--- src/sv/lef_pkg.sv ---
package lef_pkg;

   // fixed field widths of the stream and register ports
   localparam int PIXEL_FIELD_BITS = 8;
   localparam int EDGE_BITS        = 11;
   localparam int WIDTH_REG_BITS   = 11;
   localparam int HEIGHT_REG_BITS  = 13;
   localparam int ROW_BITS         = 12;
   localparam int CSR_INDEX_BITS   = 8;
   localparam int CSR_DATA_BITS    = 16;

   // register indexes
   localparam logic [CSR_INDEX_BITS-1:0] CSR_IMAGE_WIDTH  = CSR_INDEX_BITS'(0);
   localparam logic [CSR_INDEX_BITS-1:0] CSR_IMAGE_HEIGHT = CSR_INDEX_BITS'(1);

   // register reset values and legal ranges
   localparam logic [WIDTH_REG_BITS-1:0]  WIDTH_RESET  = WIDTH_REG_BITS'(256);
   localparam logic [HEIGHT_REG_BITS-1:0] HEIGHT_RESET = HEIGHT_REG_BITS'(256);
   localparam int MIN_DIM      = 3;
   localparam int HEIGHT_LIMIT = 4096;

   // window geometry
   localparam int WINDOW_TAPS = 6;
   localparam int BORDER      = 2;

   // defaults for the top-level parameters and the queue depth
   localparam int DEFAULT_MAX_WIDTH  = 1024;
   localparam int DEFAULT_PIXEL_BITS = 8;
   localparam int QUEUE_DEPTH        = 4;

endpackage

--- src/sv/lef_queue.sv ---
module lef_queue #(
   parameter int  DEPTH     = lef_pkg::QUEUE_DEPTH,
   parameter type item_type = logic
) (
   input  logic     clock,
   input  logic     reset,
   input  logic     push,
   input  item_type push_item,
   output logic     full,
   output logic     q_valid,
   output item_type q_item,
   input  logic     pop
);
   import lef_pkg::*;

   localparam int PTR_BITS = (DEPTH > 1) ? $clog2(DEPTH) : 1;
   localparam int CNT_BITS = $clog2(DEPTH + 1);

   item_type              slot_ff [DEPTH];
   logic [PTR_BITS-1:0]   head_ff, head_in, tail_ff, tail_in;
   logic [CNT_BITS-1:0]   count_ff, count_in;

   assign full    = (count_ff == CNT_BITS'(DEPTH));
   assign q_valid = (count_ff != '0);
   assign q_item  = slot_ff[head_ff];

   // pointer and fill count update
   always_comb begin
      head_in  = head_ff;
      tail_in  = tail_ff;
      count_in = count_ff;
      if (push) begin
         tail_in = (tail_ff == PTR_BITS'(DEPTH - 1)) ? '0 : tail_ff + PTR_BITS'(1);
      end
      if (pop) begin
         head_in = (head_ff == PTR_BITS'(DEPTH - 1)) ? '0 : head_ff + PTR_BITS'(1);
      end
      priority if (push && !pop) count_in = count_ff + CNT_BITS'(1);
      else if (pop && !push)     count_in = count_ff - CNT_BITS'(1);
      else                       count_in = count_ff;
   end

   always_ff @(posedge clock) begin
      if (reset) begin
         head_ff  <= '0;
         tail_ff  <= '0;
         count_ff <= '0;
      end else begin
         head_ff  <= head_in;
         tail_ff  <= tail_in;
         count_ff <= count_in;
      end
   end

   // entry storage
   always_ff @(posedge clock) begin
      if (push) slot_ff[tail_ff] <= push_item;
   end

`ifndef SYNTH
   a_count_bound: assert property (@(posedge clock) disable iff (reset)
      count_ff <= CNT_BITS'(DEPTH))
      else $error("queue fill count beyond depth");
   a_no_overflow: assert property (@(posedge clock) disable iff (reset)
      full && !pop |=> count_ff == CNT_BITS'(DEPTH) && $stable(tail_ff))
      else $error("queue written while full");
`endif

endmodule

--- config.mk ---
export PLATFORM = sky130hd
export DESIGN_NAME = lef_queue
export DESIGN_NICKNAME = d
export VERILOG_FILES = /design/src/sv/lef_pkg.sv /design/src/sv/lef_queue.sv
export SDC_FILE = /design/constraint.sdc
export NUM_CORES = 1
export LEC_CHECK = 0
export BUFFER_PORTS_ARGS = -buffer_cell sky130_fd_sc_hd__buf_2
export CAP_MARGIN = 20
export CORE_MARGIN = 2
export CORE_UTILIZATION = 40
export CTS_BUF_LIST = sky130_fd_sc_hd__clkbuf_2
export DETAILED_ROUTE_END_ITERATION = 6
export SKIP_CTS_REPAIR_TIMING = 1
export SLEW_MARGIN = 10
export SYNTH_ARGS = -nofsm -noshare
export SYNTH_HDL_FRONTEND = slang
export SYNTH_SLANG_ARGS = --single-unit
--- constraint.sdc ---
create_clock -name clock -period 1.7 [get_ports clock]
set_clock_uncertainty 0.1 [all_clocks]
set_input_delay 0.17 -clock clock [delete_from_list [all_inputs] [get_ports clock]]
set_output_delay 0.17 -clock clock [all_outputs]
set_load 0.01 [all_outputs]
==> results of run 1 <==
cells in the final DEF, fill, tap and decap left out, drive strengths merged:
master       count
a21oi            2
and2             4
buf             10
clkbuf           4
dfxtp            9
dlygate4sd3      1
edfxtp           4
fa               1
ha               6
inv              4
mux2i            4
mux4             1
nor2             7
nor3b            2
o21ai            1
or3              2
xor2             2
how the worst min path moves through the flow:
stage          depth (start not counted)                        to       from  slack, ns
2_1_floorplan                          1  count_ff[2]$_SDFFE_PP0P_      reset       0.14
3_3_place_gp                           1      slot_ff[2]$_DFFE_PP_  push_item       0.29
3_5_place_dp                           1      slot_ff[1]$_DFFE_PP_  push_item       0.31
4_1_cts                                1      slot_ff[3]$_DFFE_PP_  push_item       0.01
5_1_grt                                2   tail_ff[0]$_SDFFE_PP0P_      reset       0.06
6_report                               2   tail_ff[0]$_SDFFE_PP0P_      reset       0.06
metal layers:
layer,part of all wire,up-vias,GRT usage
li1,-,193,-
met1,0.46,178,0.1267
met2,0.50,6,0.1815
met3,0.046,0,0.06466
met4,0,0,0.01875
met5,0,-,0
per-stage QoR:
step	TNS [ns]	utilization	std cells	hold slack [ns]	total power (W)
after global routing	0	0.5178	79	0.05670	0.0006997
after global placement	-0.00006239	0.4953	74	0.2884	0.0005015
after CTS	0	0.5103	78	0.01445	0.0006645
after floorplan	0	-	49	0.1391	0.0004584
final	0	0.5178	79	0.05720	0.0006546
after detailed placement	-0.04920	0.4953	74	0.3066	0.0005038
cell type report:
cell class / instances / share of cell area
Clock buffer: 4 / 0.02899
Timing Repair Buffer: 11 / 0.09783
Sequential cell: 13 / 0.4348
Tap cell: 15 / 0.02717
Multi-Input combinational cell: 32 / 0.3895
Inverter: 4 / 0.02174
kinds of logic after synthesis:
kind of cell / Yosys count / share of synthesized area
buffers and inverters: 4 / 0.02569
flip-flops: 13 / 0.5139
adder cells (fa/ha/maj): 7 / 0.1627
XOR/XNOR: 2 / 0.02998
AND/OR/NAND/NOR: 15 / 0.1349
multiplexers: 5 / 0.1071
AO/OA/AOI/OAI: 3 / 0.02569
power by group:
group	leakage [nW]	internal (W)	total (W)	switching, W
combinational	0.194	0.0000672	0.000127	0.0000595
clock	0.0166	0.0000624	0.000156	0.0000940
sequential	0.111	0.000348	0.000371	0.0000231
total	0.321	0.000478	0.000655	0.000177
==> flow_summary.ini, run 1 <==
[logic_synthesis]
syn_nets = 61
yosysUniqueCellTypes = 14
synth_top_area_share = 0.3084
synth.largest_area_cell = dfxtp_1
syn-instance-count = 49
ys_top_cells_by_area = dfxtp_1 (31%), edfxtp_1 (21%), ha_1 (13%)
async_flop_share = 0
synth.yosys.warnings = 0
ys_seq_area_frac = 0.5139
synthTopCellsByCount = dfxtp_1 (9), nor2_1 (7), ha_1 (6)
synth_edf_count = 4
syn_area_um2 = 584.3
synth.most_common_cell = dfxtp_1
syn_area_per_cell_um2 = 11.92
ys_seq_elements = 13
synth_ff_type = dfxtp_1

[cells_and_area]
layout-drive-gt1-share = 0.2344
multi_input_area_um2 = 269.0
fin_nets = 77
nFillCells = 119
design_area_um2 = 690.7
syn_to_final_growth_pct = 18.20
seq_area_um2 = 300.3
diodes = 0

[timing]
max_freq_mhz = 634.4
period_share = 0.9272
drv_slew = 0
rsz0062_at_grt = false
hold_viol_final = 0
finalCriticalPeriod_ns = 1.576
relSlewSlack = 0.8805
setup_viol = 0
fin_ws_ns = 0.1237
worst_pin_slew_ns = 0.1789

[detailed_routing]
wl_um = 863
wire_per_inst_um = 10.92
drtAntennaViolNets = 0
firstDrtPassIters = 2
dr.first_iter.drc_count = 2
vias = 377
vias_per_cell = 4.772
drc_errors = 0

[clock_tree]
clockBufferDepth = 2
cts_tree = done
numCtsBuffers = 3
cts.sink_count = 13
cts.htree.levels = 1
cts_root_buf = clkbuf_2
clk_pin_slew_ns = 0.12
clk_latency_ns = 0.26

[power]
p_per_area_mw_per_mm2 = 947.8
p_leak_nw = 0.3214
ir_drop_mv = 0.5792

[worst_setup_path]
r2r_cells = 4
crit_family = adder cells
r2r-start = count_ff[0]$_SDFFE_PP0P_
endpoint_kind = flop
cp.required_ns = 1.80
reg2reg_slack_ns = 0.12
cp_max_fo = 4
crit_type = reg -> reg
critPathBufInv = 0
endpoint = count_ff[2]$_SDFFE_PP0P_
timing.rr.end = count_ff[2]$_SDFFE_PP0P_
start_kind = flop
slowest_stage = fa_1
crit_chain = fa_1 -> xor2_1 -> or3_1 -> a21oi_1
crit_start = count_ff[0]$_SDFFE_PP0P_
cp_data_arrival_time_ns = 1.68
cp.depth = 4
cp_slowest_stage_delay_ns = 0.44

[placement]
place_congestion = 0.6782
place_area_um2 = 660.6
pre_cts_slack_ns = -0.04920
dpl.hpwl_um = 689.7
portBuffers = 7

[die]
rows = 13
die_h_um = 42.22
design.core.area_mm2 = 0.001334
initial_core_util = 0.4381
io_pins = 8
dieArea_mm2 = 0.001783
chipWidth_um = 42.22

[global_routing]
grt-ovfl-total = 0
grt_start_max_net_pins = 8
track_usage = 0.1109
grt_pass1_wl_um = 1435
grt_pass1_vias = 353
grt_antenna_before_repair = 0

[run]
cap_violations = 0

[worst_hold_path]
min_path_type = in -> reg

[status]
outcome = finished clean
No activity file was read; power rests on OpenSTA's default activity.
==> inputs of run 2 (changes only) <==
- CORE_AREA: unset -> 2 2 39 41
- CORE_MARGIN: 2 -> unset
- CORE_UTILIZATION: 40 -> unset
- DIE_AREA: unset -> 0 0 41 43
==> run 2 against run 1 <==
Effect of this change: non-clock buffer count fell by 1; via count fell by 4.5%; clock-buffer cell count did not move; utilization fell by 2.5 points; critical path type unchanged; first-iteration DRC count rose to 3.0 times the previous value; final cell count did not move.
==> flow_summary.ini, run 2 (synthesized netlist as in run 1, its figures left out) <==
[worst_setup_path]
slowest_stage = fa_1
cp_data_arrival_time_ns = 1.67
cp_slowest_stage_delay_ns = 0.44
crit_type = reg -> reg
cp.required_ns = 1.79
critPathBufInv = 0
crit_family = adder cells
start_kind = flop
crit_chain = fa_1 -> xor2_1 -> or3_1 -> a21oi_1
cp_max_fo = 4
endpoint_kind = flop

[clock_tree]
cts.htree.levels = 1
clk_pin_slew_ns = 0.12
cts.sink_count = 13
clockBufferDepth = 2
cts_tree = done
cts_root_buf = clkbuf_2
clk_latency_ns = 0.25
numCtsBuffers = 3

[cells_and_area]
syn_to_final_growth_pct = 16.70
fin_nets = 76
layout-drive-gt1-share = 0.2381
diodes = 0
final_cell_mix = dfxtp_1 (9), nor2_1 (7), buf_2 (7)
layout_commonest_cell = dfxtp_1

[detailed_routing]
firstDrtPassIters = 4
vias = 360
dr.first_iter.drc_count = 6
drc_errors = 0
drtAntennaViolNets = 0
wl_um = 749
wire_per_inst_um = 9.481
vias_per_cell = 4.557

[timing]
relSlewSlack = 0.8744
setup_tns_ns = 0
max_freq_mhz = 633.0
period_share = 0.9293
hold_viol_final = 0
worst_pin_slew_ns = 0.1881
drv_slew = 0
finalCriticalPeriod_ns = 1.580
setup_viol = 0
fin_ws_ns = 0.1202
rsz0062_at_grt = false

[global_routing]
track_usage = 0.1133
grt-ovfl-total = 0
grt_pass1_wl_um = 1304
grt_antenna_before_repair = 0
grt_pass1_vias = 344
grt_start_max_net_pins = 8

[status]
outcome = finished clean

[die]
die_h_um = 43
chipWidth_um = 41
initial_core_util = 0.4222
dieArea_mm2 = 0.001763
rows = 14
design.core.area_mm2 = 0.001384
io_pins = 8

[run]
cap_violations = 0

[power]
ir_drop_mv = 0.5474
p_per_area_mw_per_mm2 = 948.7
p_leak_nw = 0.3172

[worst_hold_path]
min_path_type = in -> reg

[placement]
dpl.hpwl_um = 618.4
portBuffers = 7
pre_cts_slack_ns = -0.01422
place_congestion = 0.6952
[run 2: changes by cell type in the layout (fill, tap and decap cells not counted), sizes merged]
cell         before  now
dlygate4sd3       1    0
[run 2: metrics by stage]
step           area [um2]  total power [W]  hold WS (ns)  instances  utilization
4_1_cts             681.9        0.0006600       0.01015         79       0.4928
3_3_place_gp        661.9        0.0005023        0.2888         75       0.4783
5_1_grt             681.9        0.0006962       0.01395         79       0.4928
3_5_place_dp        661.9        0.0005037        0.2881         75       0.4783
6_report            681.9        0.0006469       0.02199         79       0.4928
2_1_floorplan       584.3        0.0004584        0.1391         49            -
[run 2: per-layer routing]
| metal | GRT usage | wire length (um) | vias up |
|---|---|---|---|
| met5 | 0 | 0 | - |
| met4 | 0.06000 | 0 | 0 |
| met3 | 0.04712 | 29 | 0 |
| met2 | 0.1563 | 360 | 7 |
| met1 | 0.1458 | 358 | 161 |
| li1 | - | - | 192 |
[run 2: power breakdown]
group | leakage (nW) | internal [W] | switching, W | total (W)
clock | 0.0166 | 0.0000625 | 0.0000905 | 0.000153
combinational | 0.189 | 0.0000651 | 0.0000567 | 0.000122
sequential | 0.111 | 0.000348 | 0.0000237 | 0.000372
[run 2: area by class of cell]
cell class / count / area [um2]
Fill cell: 137 / 701.9
Clock buffer: 4 / 20.02
Inverter: 4 / 15.01
Sequential cell: 13 / 300.3
Multi-Input combinational cell: 32 / 269.0
Timing Repair Buffer: 10 / 57.56
Tap cell: 16 / 20.02
[run 2: final timing paths]
check	start	endpoint	slack [ns]	cells past startpoint
worst min-delay path	push_item	slot_ff[3]$_DFFE_PP_	0.02	1
worst min register to register	count_ff[2]$_SDFFE_PP0P_	count_ff[2]$_SDFFE_PP0P_	0.41	2
worst max-delay path	count_ff[0]$_SDFFE_PP0P_	count_ff[2]$_SDFFE_PP0P_	0.12	4
worst max register to register	count_ff[0]$_SDFFE_PP0P_	count_ff[2]$_SDFFE_PP0P_	0.12	4
[run 2: worst register-to-register path: stages, from the launching register on]
cell	delay, ns
dfxtp_1	0.37
fa_1	0.44
xor2_1	0.16
or3_1	0.30
a21oi_1	0.14
